===== src/rgb_rainbow_fade_generator_unit_macros.svh =====
// Assertion helpers for the RTL.
`ifndef RGB_RAINBOW_FADE_GENERATOR_UNIT_MACROS_SVH
`define RGB_RAINBOW_FADE_GENERATOR_UNIT_MACROS_SVH

`ifndef SYNTH
`define RFG_ASSERT(label, clk, rst, prop) \
   label: assert property (@(posedge clk) disable iff (rst) prop) \
      else $error("rgb fade assertion failed");
`define RFG_ASSERT_ANY(label, clk, prop) \
   label: assert property (@(posedge clk) prop) \
      else $error("rgb fade assertion failed");
`else
`define RFG_ASSERT(label, clk, rst, prop)
`define RFG_ASSERT_ANY(label, clk, prop)
`endif

`endif


===== src/rgbfade_pkg.sv =====
package rgbfade_pkg;

   localparam int unsigned PERIOD_W = 16;
   localparam int unsigned LEVEL_W  = 8;

   localparam logic [PERIOD_W-1:0] PERIOD_RESET = 16'd10;

   localparam logic [1:0] PHASE_SLOW_RG = 2'd0;
   localparam logic [1:0] PHASE_FAST_RG = 2'd1;
   localparam logic [1:0] PHASE_GB      = 2'd2;
   localparam logic [1:0] PHASE_BR      = 2'd3;

   localparam logic [1:0]         SLOW_LAST  = 2'd3;
   localparam logic [LEVEL_W-1:0] LEVEL_MAX  = 8'hFF;
   localparam logic [LEVEL_W-1:0] GREEN_FAST = 8'h04;

   typedef struct packed {
      logic [PERIOD_W-1:0] divider;
      logic [1:0]          phase;
      logic [1:0]          slow;
      logic [LEVEL_W-1:0]  red;
      logic [LEVEL_W-1:0]  green;
      logic [LEVEL_W-1:0]  blue;
   } fade_state_type;

   localparam fade_state_type FADE_START = '{
      divider: '0,
      phase:   PHASE_SLOW_RG,
      slow:    '0,
      red:     LEVEL_MAX,
      green:   '0,
      blue:    '0
   };

endpackage


===== src/rgbfade_step.sv =====
module rgbfade_step (
   input  rgbfade_pkg::fade_state_type     cur_state,
   input  logic                            restart,
   input  logic [rgbfade_pkg::PERIOD_W-1:0] period,
   output rgbfade_pkg::fade_state_type     nxt_state
);
   import rgbfade_pkg::*;

   fade_state_type base;
   fade_state_type adv;
   logic [LEVEL_W-1:0] red_dn, red_up, green_dn, green_up, blue_dn, blue_up;

   // restart clears first, then the tick is handled as usual
   assign base = restart ? FADE_START : cur_state;

   assign red_dn   = base.red - 1'b1;
   assign red_up   = base.red + 1'b1;
   assign green_dn = base.green - 1'b1;
   assign green_up = base.green + 1'b1;
   assign blue_dn  = base.blue - 1'b1;
   assign blue_up  = base.blue + 1'b1;

   always_comb begin
      adv = base;
      case (base.phase)
         PHASE_SLOW_RG: begin
            if (base.slow == SLOW_LAST) begin
               adv.slow  = '0;
               adv.red   = red_dn;
               adv.green = green_up;
               if (green_up == GREEN_FAST) adv.phase = PHASE_FAST_RG;
            end else begin
               adv.slow = base.slow + 1'b1;
            end
         end
         PHASE_FAST_RG: begin
            adv.red   = red_dn;
            adv.green = green_up;
            if (green_up == LEVEL_MAX) adv.phase = PHASE_GB;
         end
         PHASE_GB: begin
            adv.green = green_dn;
            adv.blue  = blue_up;
            if (blue_up == LEVEL_MAX) adv.phase = PHASE_BR;
         end
         PHASE_BR: begin
            adv.blue = blue_dn;
            adv.red  = red_up;
            if (red_up == LEVEL_MAX) begin
               adv.phase = PHASE_SLOW_RG;
               adv.slow  = '0;
            end
         end
         default: begin
            adv = base;
         end
      endcase
   end

   always_comb begin
      if (base.divider == period) begin
         nxt_state         = adv;
         nxt_state.divider = '0;
      end else begin
         nxt_state         = base;
         nxt_state.divider = base.divider + 1'b1;
      end
   end

endmodule


===== src/rgb_rainbow_fade_generator_unit.sv =====
// The colour of an accepted request is registered and shown on the rsp_ side
// in the next cycle. Throughput: one request per cycle while rsp_ready drains the
// result; the single result register is refilled in the same cycle it is drained.
// Reset: synchronous, active high; fade state returns to red FF, divider, phase
// and slow counter to 0, tick period to 10, no result pending; colour outputs are not reset.
`include "rgb_rainbow_fade_generator_unit_macros.svh"

module rgb_rainbow_fade_generator_unit (
   input  logic                              clock,
   input  logic                              reset,
   input  logic                              req_valid,
   output logic                              req_ready,
   input  logic                              req_restart,
   output logic                              rsp_valid,
   input  logic                              rsp_ready,
   output logic [rgbfade_pkg::LEVEL_W-1:0]   rsp_red_level,
   output logic [rgbfade_pkg::LEVEL_W-1:0]   rsp_green_level,
   output logic [rgbfade_pkg::LEVEL_W-1:0]   rsp_blue_level,
   input  logic                              csr_write_enable,
   input  logic [rgbfade_pkg::PERIOD_W-1:0]  csr_write_data
);
   import rgbfade_pkg::*;

   logic [PERIOD_W-1:0] tick_period_ff, tick_period_in;
   fade_state_type      state_ff, state_in, step_state;
   logic                rsp_valid_ff, rsp_valid_in;
   logic [LEVEL_W-1:0]  red_ff, red_in, green_ff, green_in, blue_ff, blue_in;
   logic                req_accept;
   logic [LEVEL_W:0]    colour_sum;

   rgbfade_step u_step (
      .cur_state (state_ff),
      .restart   (req_restart),
      .period    (tick_period_ff),
      .nxt_state (step_state)
   );

   assign req_ready  = !rsp_valid_ff || rsp_ready;
   assign req_accept = req_valid && req_ready;

   always_comb begin
      tick_period_in = csr_write_enable ? csr_write_data : tick_period_ff;
      state_in       = req_accept ? step_state : state_ff;
      rsp_valid_in   = req_accept || (rsp_valid_ff && !rsp_ready);
      red_in         = req_accept ? step_state.red   : red_ff;
      green_in       = req_accept ? step_state.green : green_ff;
      blue_in        = req_accept ? step_state.blue  : blue_ff;
   end

   always_ff @(posedge clock) begin
      if (reset) begin
         tick_period_ff <= PERIOD_RESET;
         state_ff       <= FADE_START;
         rsp_valid_ff   <= 1'b0;
      end else begin
         tick_period_ff <= tick_period_in;
         state_ff       <= state_in;
         rsp_valid_ff   <= rsp_valid_in;
      end
   end

   always_ff @(posedge clock) begin
      red_ff   <= red_in;
      green_ff <= green_in;
      blue_ff  <= blue_in;
   end

   assign rsp_valid       = rsp_valid_ff;
   assign rsp_red_level   = red_ff;
   assign rsp_green_level = green_ff;
   assign rsp_blue_level  = blue_ff;

   // each fade advance trades one unit between two channels, so the sum stays FF
   assign colour_sum = {1'b0, state_ff.red} + {1'b0, state_ff.green} + {1'b0, state_ff.blue};

   `RFG_ASSERT(a_colour_sum, clock, reset, colour_sum == {1'b0, LEVEL_MAX})
   `RFG_ASSERT(a_accept_gives_rsp, clock, reset, req_accept |=> rsp_valid)
   `RFG_ASSERT(a_divider_wrap, clock, reset, (req_accept && !req_restart && state_ff.divider == tick_period_ff) |=> state_ff.divider == '0)
   `RFG_ASSERT(a_rsp_matches_state, clock, reset, req_accept |=> (rsp_red_level == state_ff.red && rsp_blue_level == state_ff.blue))
   `RFG_ASSERT_ANY(a_reset_empty, clock, reset |=> !rsp_valid)

endmodule


===== config.mk =====
export PLATFORM = sky130hd
export DESIGN_NAME = rgb_rainbow_fade_generator_unit
export DESIGN_NICKNAME = d
export VERILOG_FILES = /design/src/rgbfade_pkg.sv /design/src/rgbfade_step.sv /design/src/rgb_rainbow_fade_generator_unit.sv
export VERILOG_INCLUDE_DIRS = /design/src /design/src/src
export SDC_FILE = /design/constraint.sdc
export NUM_CORES = 1
export LEC_CHECK = 0
export BUFFER_PORTS_ARGS = -buffer_cell sky130_fd_sc_hd__buf_4
export CAP_MARGIN = 25
export CORE_ASPECT_RATIO = 1.4
export CORE_MARGIN = 4
export CORE_UTILIZATION = 60
export CTS_BUF_LIST = sky130_fd_sc_hd__clkbuf_4 sky130_fd_sc_hd__clkbuf_8
export CTS_CLUSTER_SIZE = 16
export DETAILED_ROUTE_END_ITERATION = 16
export HOLD_SLACK_MARGIN = 0.12
export PLACE_DENSITY_LB_ADDON = 0.12
export SYNTH_ARGS = -nofsm -noshare
export SYNTH_HDL_FRONTEND = slang
export SYNTH_HIERARCHICAL = 1
export SYNTH_SLANG_ARGS = --single-unit

===== constraint.sdc =====
create_clock -name clock -period 4.8 [get_ports clock]
set_clock_uncertainty 0.2 [all_clocks]
set_input_delay 0.96 -clock clock [delete_from_list [all_inputs] [get_ports clock]]
set_output_delay 0.96 -clock clock [all_outputs]
set_load 0.05 [all_outputs]

==> impl_summary.md, run 1 <==
Status
The flow ran to the end, and the final reports show no timing, DRC or antenna violations.

STA
The normalized max-slew margin is 43.6%. Counting I/O delays and the setup requirement, the final critical path takes 3730 ps. The count of endpoints failing hold in the final timing report is 0. The share of the cycle needed by the critical path after routing is 77.8%. Setup repair after global routing left no endpoint under its margin. The total count of max-transition violations in the final report is 0. For the pin with the worst max-slew slack, the measured transition is approximately 850 ps. Based on the critical path, the design can be clocked at up to about 0.27 GHz.

Setup slack on the critical path of the routed design comes to approximately 1100 ps. The number of endpoints failing setup at the final stage is 0. Adding up every negative setup slack in the final design gives 0 ps.

Cells and area
The layout overhead on the synthesized area is 8.12%. The final net count is 787. The summed area of non-filler cells in the final layout is 6580 um2. The number of inserted diodes is 0. Cells with a size suffix above 1 make up 15.1% of the layout.

Synth
After synthesis, the share of flip-flops with an asynchronous set or reset is 0%. Sequential elements use 31.9% of the synthesized area. The mapped netlist covers ~6100 um2.

Synthesis inferred 85 register bits. The total nets after synthesis is 781. Synthesis produced a netlist whose cell count is about 740.

For this run, the leading register cell type out of synthesis is sky130_fd_sc_hd__dfxtp_1. The number of different library cells in the post-synthesis netlist is 68. For this run, the number of Yosys warnings is 6. Dividing the synthesized area by the synthesized cell count gives 8.18 um2.

Yosys mapped a number of flops with a built-in enable equal to 24.

Drt
The starting DRC count in detailed routing is between 500 and 600. For this run, the detailed router's first-pass iteration total came to 6. The average wire per standard cell is 17.8 um. The post-detailed-routing wire length is between 15 and 20 mm. Detailed routing inserted a total of between 5000 and 6000 vias. In the routed design, unresolved DRC markers number 0. In the routed layout, each cell is associated on average with a via count of 6.32. The final antenna-violating net count is 0.

Floorplanning
The horizontal die dimension is 93.1 um. The total core area is 9900 um2. The number of placement rows is 43.

Once the floorplan was initialized, standard cells occupied about three fifths of the core. During I/O placement, the number of pins put on the boundary was 48. The full die area is 11800 um2. Measured along the y axis, the die boundary spans 127 um.

Placement
The cell area after placement is around 6400 um2. The congestion estimate from routability-driven global placement came to 0.983. The setup slack at placement is 761 ps. Detailed placement ended at an HPWL of 10.8 mm.

The number of input and output port buffers inserted is 47.

Power and ir drop
Power spread over the standard cell area amounts to 219 nW/um2. The maximum vdd drop is between 0.1 and 0.15 mV. The leakage power is 2.35 nW. The sum of internal, switching and leakage power is 1.44 mW.

Setup path
The type of element capturing the critical path is a register. Data on the critical path is required at its endpoint by 4900 ps. The worst-path cell with the longest stage delay is sky130_fd_sc_hd__o41ai_1. The arrival time at the worst endpoint is roughly 3800 ps. The kind of critical path is input pin to register. Along the worst path, the maximum fanout reaches 44. The largest incremental delay on the critical path is roughly 390 ps. The launching element type of the critical path is an input pin. The kind of cell with the highest combined delay along the critical path is buffers and inverters.

The critical path goes through buf_4 > inv_1 > buf_4 > nand2_1 > inv_1 > ha_1 > nand3_1 > nor3_1 > o2111ai_1 > o41ai_1 > o211ai_1 > nand4bb_1 > nand3_1 > a21oi_2. The buffering stage count on the worst path with inverters included is 4.

Global route
The global-route congestion overflow total is 0. Entering global routing, the biggest net connects 74 pins. The global router's overall resource usage is 26.9%. The wire length of the first global-routing pass is 25.9 mm.

The number of global-route vias before repair is 5292. The number of antenna violations at the first check in global routing is 0.

CTS
Hold repair after CTS inserted 0 buffers. TritonCTS built the clock tree. The sink count of the clock tree is 85. The clock passes through at most 2 buffers. The H-tree depth reported by CTS is 3. Post-CTS repair changed the size of 0 cells. The root buffer cell chosen for the clock tree is sky130_fd_sc_hd__clkbuf_8.

After clock tree synthesis, the clock-pin slew on the worst setup and hold paths is about 90 ps. The clock insertion delay at the later pin of the skew report is between 300 and 400 ps. The number of buffers added for setup after CTS is 0. In this run, CTS created clock tree buffers numbering 9.

Flow run
Max-cap violations in this run came to 0.

Min path
The class of the most critical hold timing path is register to register.
-- final timing paths --
check	startpoint	to	slack (ps)	cells past startpoint
max	req_restart	state_ff[26]	1070	14
max reg2reg	state_ff[40]	state_ff[6]	1750	9
min reg2reg	tick_period_ff[0]	tick_period_ff[0]	350	2
min	tick_period_ff[0]	tick_period_ff[0]	350	2
-- routing by layer --
layer / GRT usage, % / routed length [um] / part of all wire (%)
met5: 0 / 0 / 0
met4: 10.0 / 455 / 2.9
met3: 4.71 / 769 / 4.9
met2: 48.1 / 8220 / 52
met1: 32.0 / 6380 / 40
-- stage by stage --
step           util (%)  instances  hold WS, ps
2_1_floorplan         -        744          279
3_3_place_gp       64.5        874          323
3_5_place_dp       64.5        874          333
4_1_cts            66.5        890          347
5_1_grt            66.5        890          385
6_report           66.5        890          346
-- flip-flops by register name, summed over array words and instances, names as in the netlist --
name / flops
state_ff: 44
tick_period_ff: 16
rsp_blue_level: 8
rsp_valid: 1
rsp_red_level: 8
rsp_green_level: 8
-- cell usage in the layout (no fill, tap or decap), types with 14 or more instances in the layout --
cell type and count:
sky130_fd_sc_hd__a21bo_1 22, sky130_fd_sc_hd__a21bo_2 14, sky130_fd_sc_hd__a21oi_1 36, sky130_fd_sc_hd__a21oi_2 22, sky130_fd_sc_hd__buf_4 58, sky130_fd_sc_hd__dfxtp_1 61
sky130_fd_sc_hd__edfxtp_1 24, sky130_fd_sc_hd__ha_1 15, sky130_fd_sc_hd__inv_1 22, sky130_fd_sc_hd__mux2i_1 24, sky130_fd_sc_hd__nand2_1 39, sky130_fd_sc_hd__nand3_1 60
sky130_fd_sc_hd__nor2_1 98, sky130_fd_sc_hd__nor3_1 17, sky130_fd_sc_hd__o21ai_0 25, sky130_fd_sc_hd__o22ai_1 19, sky130_fd_sc_hd__xnor2_1 27
-- where the power goes --
part	switching, mW	internal, mW	leakage [nW]
sequential	0.0130	0.752	0.707
combinational	0.100	0.0475	1.54
clock	0.275	0.252	0.106
total	0.388	1.05	2.35
-- cell usage after synthesis, types with 7 or more instances --
cell | count | area [um2]
sky130_fd_sc_hd__a21bo_1 | 22 | 220
sky130_fd_sc_hd__nand2_1 | 39 | 146
sky130_fd_sc_hd__clkbuf_1 | 29 | 109
sky130_fd_sc_hd__nor2b_1 | 10 | 62.6
sky130_fd_sc_hd__a21oi_2 | 22 | 193
sky130_fd_sc_hd__inv_1 | 22 | 82.6
sky130_fd_sc_hd__o22ai_1 | 19 | 119
sky130_fd_sc_hd__mux2i_1 | 24 | 240
sky130_fd_sc_hd__and3_1 | 7 | 43.8
sky130_fd_sc_hd__nand3_1 | 60 | 300
sky130_fd_sc_hd__ha_1 | 15 | 188
sky130_fd_sc_hd__nand4_1 | 10 | 62.6
sky130_fd_sc_hd__a21oi_1 | 36 | 180
sky130_fd_sc_hd__dfxtp_1 | 61 | 1220
sky130_fd_sc_hd__nor3_1 | 17 | 85.1
sky130_fd_sc_hd__xor2_1 | 8 | 70.1
sky130_fd_sc_hd__edfxtp_1 | 24 | 721
sky130_fd_sc_hd__nor2_1 | 98 | 368
sky130_fd_sc_hd__nand2b_1 | 7 | 43.8
sky130_fd_sc_hd__xnor2_1 | 27 | 236
sky130_fd_sc_hd__buf_2 | 23 | 115
sky130_fd_sc_hd__o21ai_0 | 25 | 125
sky130_fd_sc_hd__a21bo_2 | 14 | 140
-- area by class of cell --
type | instances | area (um2)
flip-flops and latches | 85 | 1940
repair buffers | 58 | 435
clock inverters | 6 | 68.8
multi-input cells | 574 | 3750
inverters | 22 | 82.6
clock buffers | 10 | 131
fillers | 875 | 3320
well taps | 135 | 169
-- tightest hold or removal path, delay by kind of cell, from the launching register on --
kind | cells | cell delay [ps]
flip-flops | 1 | 340
multiplexers | 1 | 120
AND/OR/NAND/NOR | 1 | 50
-- cell families after synthesis --
| family | synth area share (%) |
|---|---|
| buffers and inverters | 6.45 |
| adders and majority gates | 3.08 |
| muxes | 3.94 |
| xor gates and xnor gates | 5.03 |
| DFF | 31.9 |
| and+or+nand+nor | 25.0 |
| AOI/OAI and AO/OA | 24.6 |
No activity file was read; power rests on OpenSTA's default activity.
==> run 2: changes to the inputs <==
--- a/config.mk
+++ b/config.mk
@@ -10,7 +10,7 @@
 export CAP_MARGIN = 25
 export CORE_ASPECT_RATIO = 1.4
 export CORE_MARGIN = 4
-export CORE_UTILIZATION = 60
+export CORE_UTILIZATION = 57
 export CTS_BUF_LIST = sky130_fd_sc_hd__clkbuf_4 sky130_fd_sc_hd__clkbuf_8
 export CTS_CLUSTER_SIZE = 16
 export DETAILED_ROUTE_END_ITERATION = 16
==> constraint.sdc (replaced) <==
create_clock -name clock -period 3.2 [get_ports clock]
set_clock_uncertainty 0.2 [all_clocks]
set_input_delay 0.64 -clock clock [delete_from_list [all_inputs] [get_ports clock]]
set_output_delay 0.64 -clock clock [all_outputs]
set_load 0.05 [all_outputs]
==> run 2 against run 1 <==
Hold slack worse by 68 ps. Non-clock buffer count is 28 higher. Flip-flop and latch count stayed put. Via count is 2.0% higher. Count of clock-buffer cells in the layout is 2 higher. Routed wire length is 4.5% higher. Final cell count is 3.5% higher. Register-to-register slack worse by 1400 ps. First-iteration DRC count is 8.3% lower. Utilization is 0.77 points lower.
==> impl_summary.md, run 2 (synthesis gave the netlist of run 1 again) <==
Global route
Global routing used between 20% and 30% of the available tracks across all layers. After global routing, the most crowded layer is met2. The met2 capacity usage during global routing is about 49%.

The number of global-route vias before repair is 5510. The number of antenna violations at the first check in global routing came to 0. The wire length of the first global-routing pass is 27.1 mm. Entering global routing, the biggest net connects 70 pins. The met3 track utilization from global routing is 3.98%.

For this run, global-route usage on met1 was measured as a little under a third. The global-route congestion overflow total is 0.

Cells and area
The library cells used most frequently in the layout, excluding fill and tap cells, are sky130_fd_sc_hd__nor2_1 (96), sky130_fd_sc_hd__buf_4 (84), sky130_fd_sc_hd__dfxtp_1 (61). The largest registers in the layout are state_ff: 44 flops, tick_period_ff: 16 flops. The area growth from synthesis to layout is 12.3%. The commonest non-fill, non-tap cell in the layout is sky130_fd_sc_hd__nor2_1. Of the cells placed in the final design, the portion with a size suffix greater than 1 is between 10% and 20%. After filler insertion, the fill cell instance count of the layout stands at 925. The largest register by flop count is state_ff. The number of antenna diodes in the final layout is 0. The register with the most flip-flops in the layout has 44 of them. The final net count is 815. Measured on the finished design, the core utilization comes to 65.7%.

CTS
TritonCTS built the clock tree. The number of buffers added for setup after CTS is 0. The sink count of the clock tree is 85. The root buffer cell is sky130_fd_sc_hd__clkbuf_8. The clock insertion delay at the later pin of the skew report is ~370 ps. The number of clock buffers added by TritonCTS is 9.

The post-cts resize count is 0. The total of hold buffers inserted after clock tree synthesis is 0. CTS built an H-tree with a depth of 3. The worst-case clock buffer depth is 2. After clock tree synthesis, the clock-pin slew on the worst setup and hold paths is 90 ps.

Drt
The final layout contains routed wiring with a total length of approximately 17 mm. The average wire per standard cell is 18.0 um. The via count of the routed design is 5736.

The number of vias per cell is 6.23. After detailed routing, the number of remaining DRC violations is 0. For this block, the initial DRC count from the detailed router was 496. The iteration count of the initial detailed-routing pass is 6.

The final antenna-violating net count is 0.

Status
The flow ran to the end, and the final reports show no timing, DRC or antenna violations.

Floorplanning
The floorplan has 44 rows. In this run the horizontal extent of the chip is 95.4 um. During I/O placement, the number of pins put on the boundary was 48.

The floorplan step set the die height to between 100 and 150 um. The full die area is 12400 um2. The initial utilization of the core area, before any placement, comes to 58.5%. The total area inside the core boundary comes to 10400 um2.

STA
Summed over all failing endpoints, the final setup total negative slack is 0 ps. The actual transition at the worst max-transition pin is approximately 850 ps. The count of endpoints failing hold in the final timing report is 0.

The fmax is 0.344 GHz. The total count of max-transition violations in the final report came to 0. Measured against its own limit, the worst slew margin works out to 43.5%. Hold is met by roughly 280 ps. The number of endpoints failing setup at the final stage is 0. In the finished design, the share of the clock period the worst path needs comes to 90.9%. Setup repair after global routing left no endpoint under its margin. The final critical-path required period is 2910 ps.

Power and ir drop
Summed over all cells, the static leakage comes to 2.49 nW. Across the VDD grid, the largest voltage drop is between 0.2 and 0.25 mV. The power density over the cells is 317 nW/um2.

Setup path
The largest single stage delay on the critical path is 400 ps. The worst setup path is launched from an input pin. The largest individual stage delay along the critical path comes from the cell sky130_fd_sc_hd__mux2i_1. At the worst endpoint, the required time is 3310 ps. The setup path with the least slack is of type input pin to register. STA classifies the critical path endpoint as a register. The largest delay contributor family on the critical path is simple AND/OR/NAND/NOR gates. Of all nets on the critical path, the largest fanout is 22. The arrival time at the worst endpoint is between 3000 and 4000 ps. Traced cell by cell, the critical path runs through buf_4 > buf_12 > nor4bb_1 > a22oi_1 > a32oi_1 > and4_1 > buf_4 > nand2_1 > mux2i_1 > nor2_1 > mux2i_1. Counting both buffers and inverters, the worst setup path holds a total of 3.

Placement
Detailed placement ended at an HPWL of roughly 12 mm. In this run the tool buffered the top-level ports with 47 buffer cells. Routability-driven placement finished with a final weighted congestion of 0.939.

Flow run
The number of maximum-capacitance constraint violations is 0.

Min path
The class of the most critical hold timing path is input pin to register.
run 2: path summary, 6_finish.rpt:
| check | startpoint | end | slack, ps | depth (start not counted) |
|---|---|---|---|---|
| max | req_restart | state_ff[22] | 290 | 11 |
| max reg2reg | state_ff[40] | state_ff[22] | 360 | 9 |
| min | csr_write_data[1] | tick_period_ff[1] | 280 | 2 |
| min reg2reg | tick_period_ff[4] | tick_period_ff[4] | 350 | 2 |
run 2: stage by stage:
| step | setup slack, ps | cells | instance area [um2] | power (mW) |
|---|---|---|---|---|
| 3_5_place_dp | -28.2 | 905 | 6640 | 1.40 |
| 6_report | 290 | 921 | 6840 | 2.17 |
| 4_1_cts | 355 | 921 | 6840 | 2.18 |
| 5_1_grt | 138 | 921 | 6840 | 2.24 |
| 2_1_floorplan | 2.99 | 744 | 6130 | 1.34 |
| 3_3_place_gp | 65.2 | 905 | 6640 | 1.40 |
run 2: cell type report:
type / count / area [um2] / share of cell area [%]
clock buffers: 12 / 146 / 2.14
inverters: 22 / 82.6 / 1.21
repair buffers: 86 / 671 / 9.80
well taps: 138 / 173 / 2.52
flip-flops and latches: 85 / 1940 / 28.4
clock inverters: 4 / 51.3 / 0.750
multi-input cells: 574 / 3770 / 55.2
run 2: power by group:
part	switching, mW	internal (mW)
clock	0.402	0.388
combinational	0.151	0.0759
sequential	0.0210	1.13
run 2: worst register-to-register path, stage by stage (launching register included):
cell and delay [ps]:
sky130_fd_sc_hd__dfxtp_1 450, sky130_fd_sc_hd__nand2b_1 130, sky130_fd_sc_hd__or4b_1 490, sky130_fd_sc_hd__a32oi_1 220, sky130_fd_sc_hd__and4_1 250, sky130_fd_sc_hd__buf_4 170, sky130_fd_sc_hd__nand2_1 230, sky130_fd_sc_hd__mux2i_1 400
sky130_fd_sc_hd__nor2_1 90, sky130_fd_sc_hd__mux2i_1 150
run 2: layer usage:
metal / share of wire, % / routed length (um)
met1: 39 / 6440
met5: 0 / 0
met4: 4.4 / 735
met3: 5.3 / 875
met2: 51 / 8480
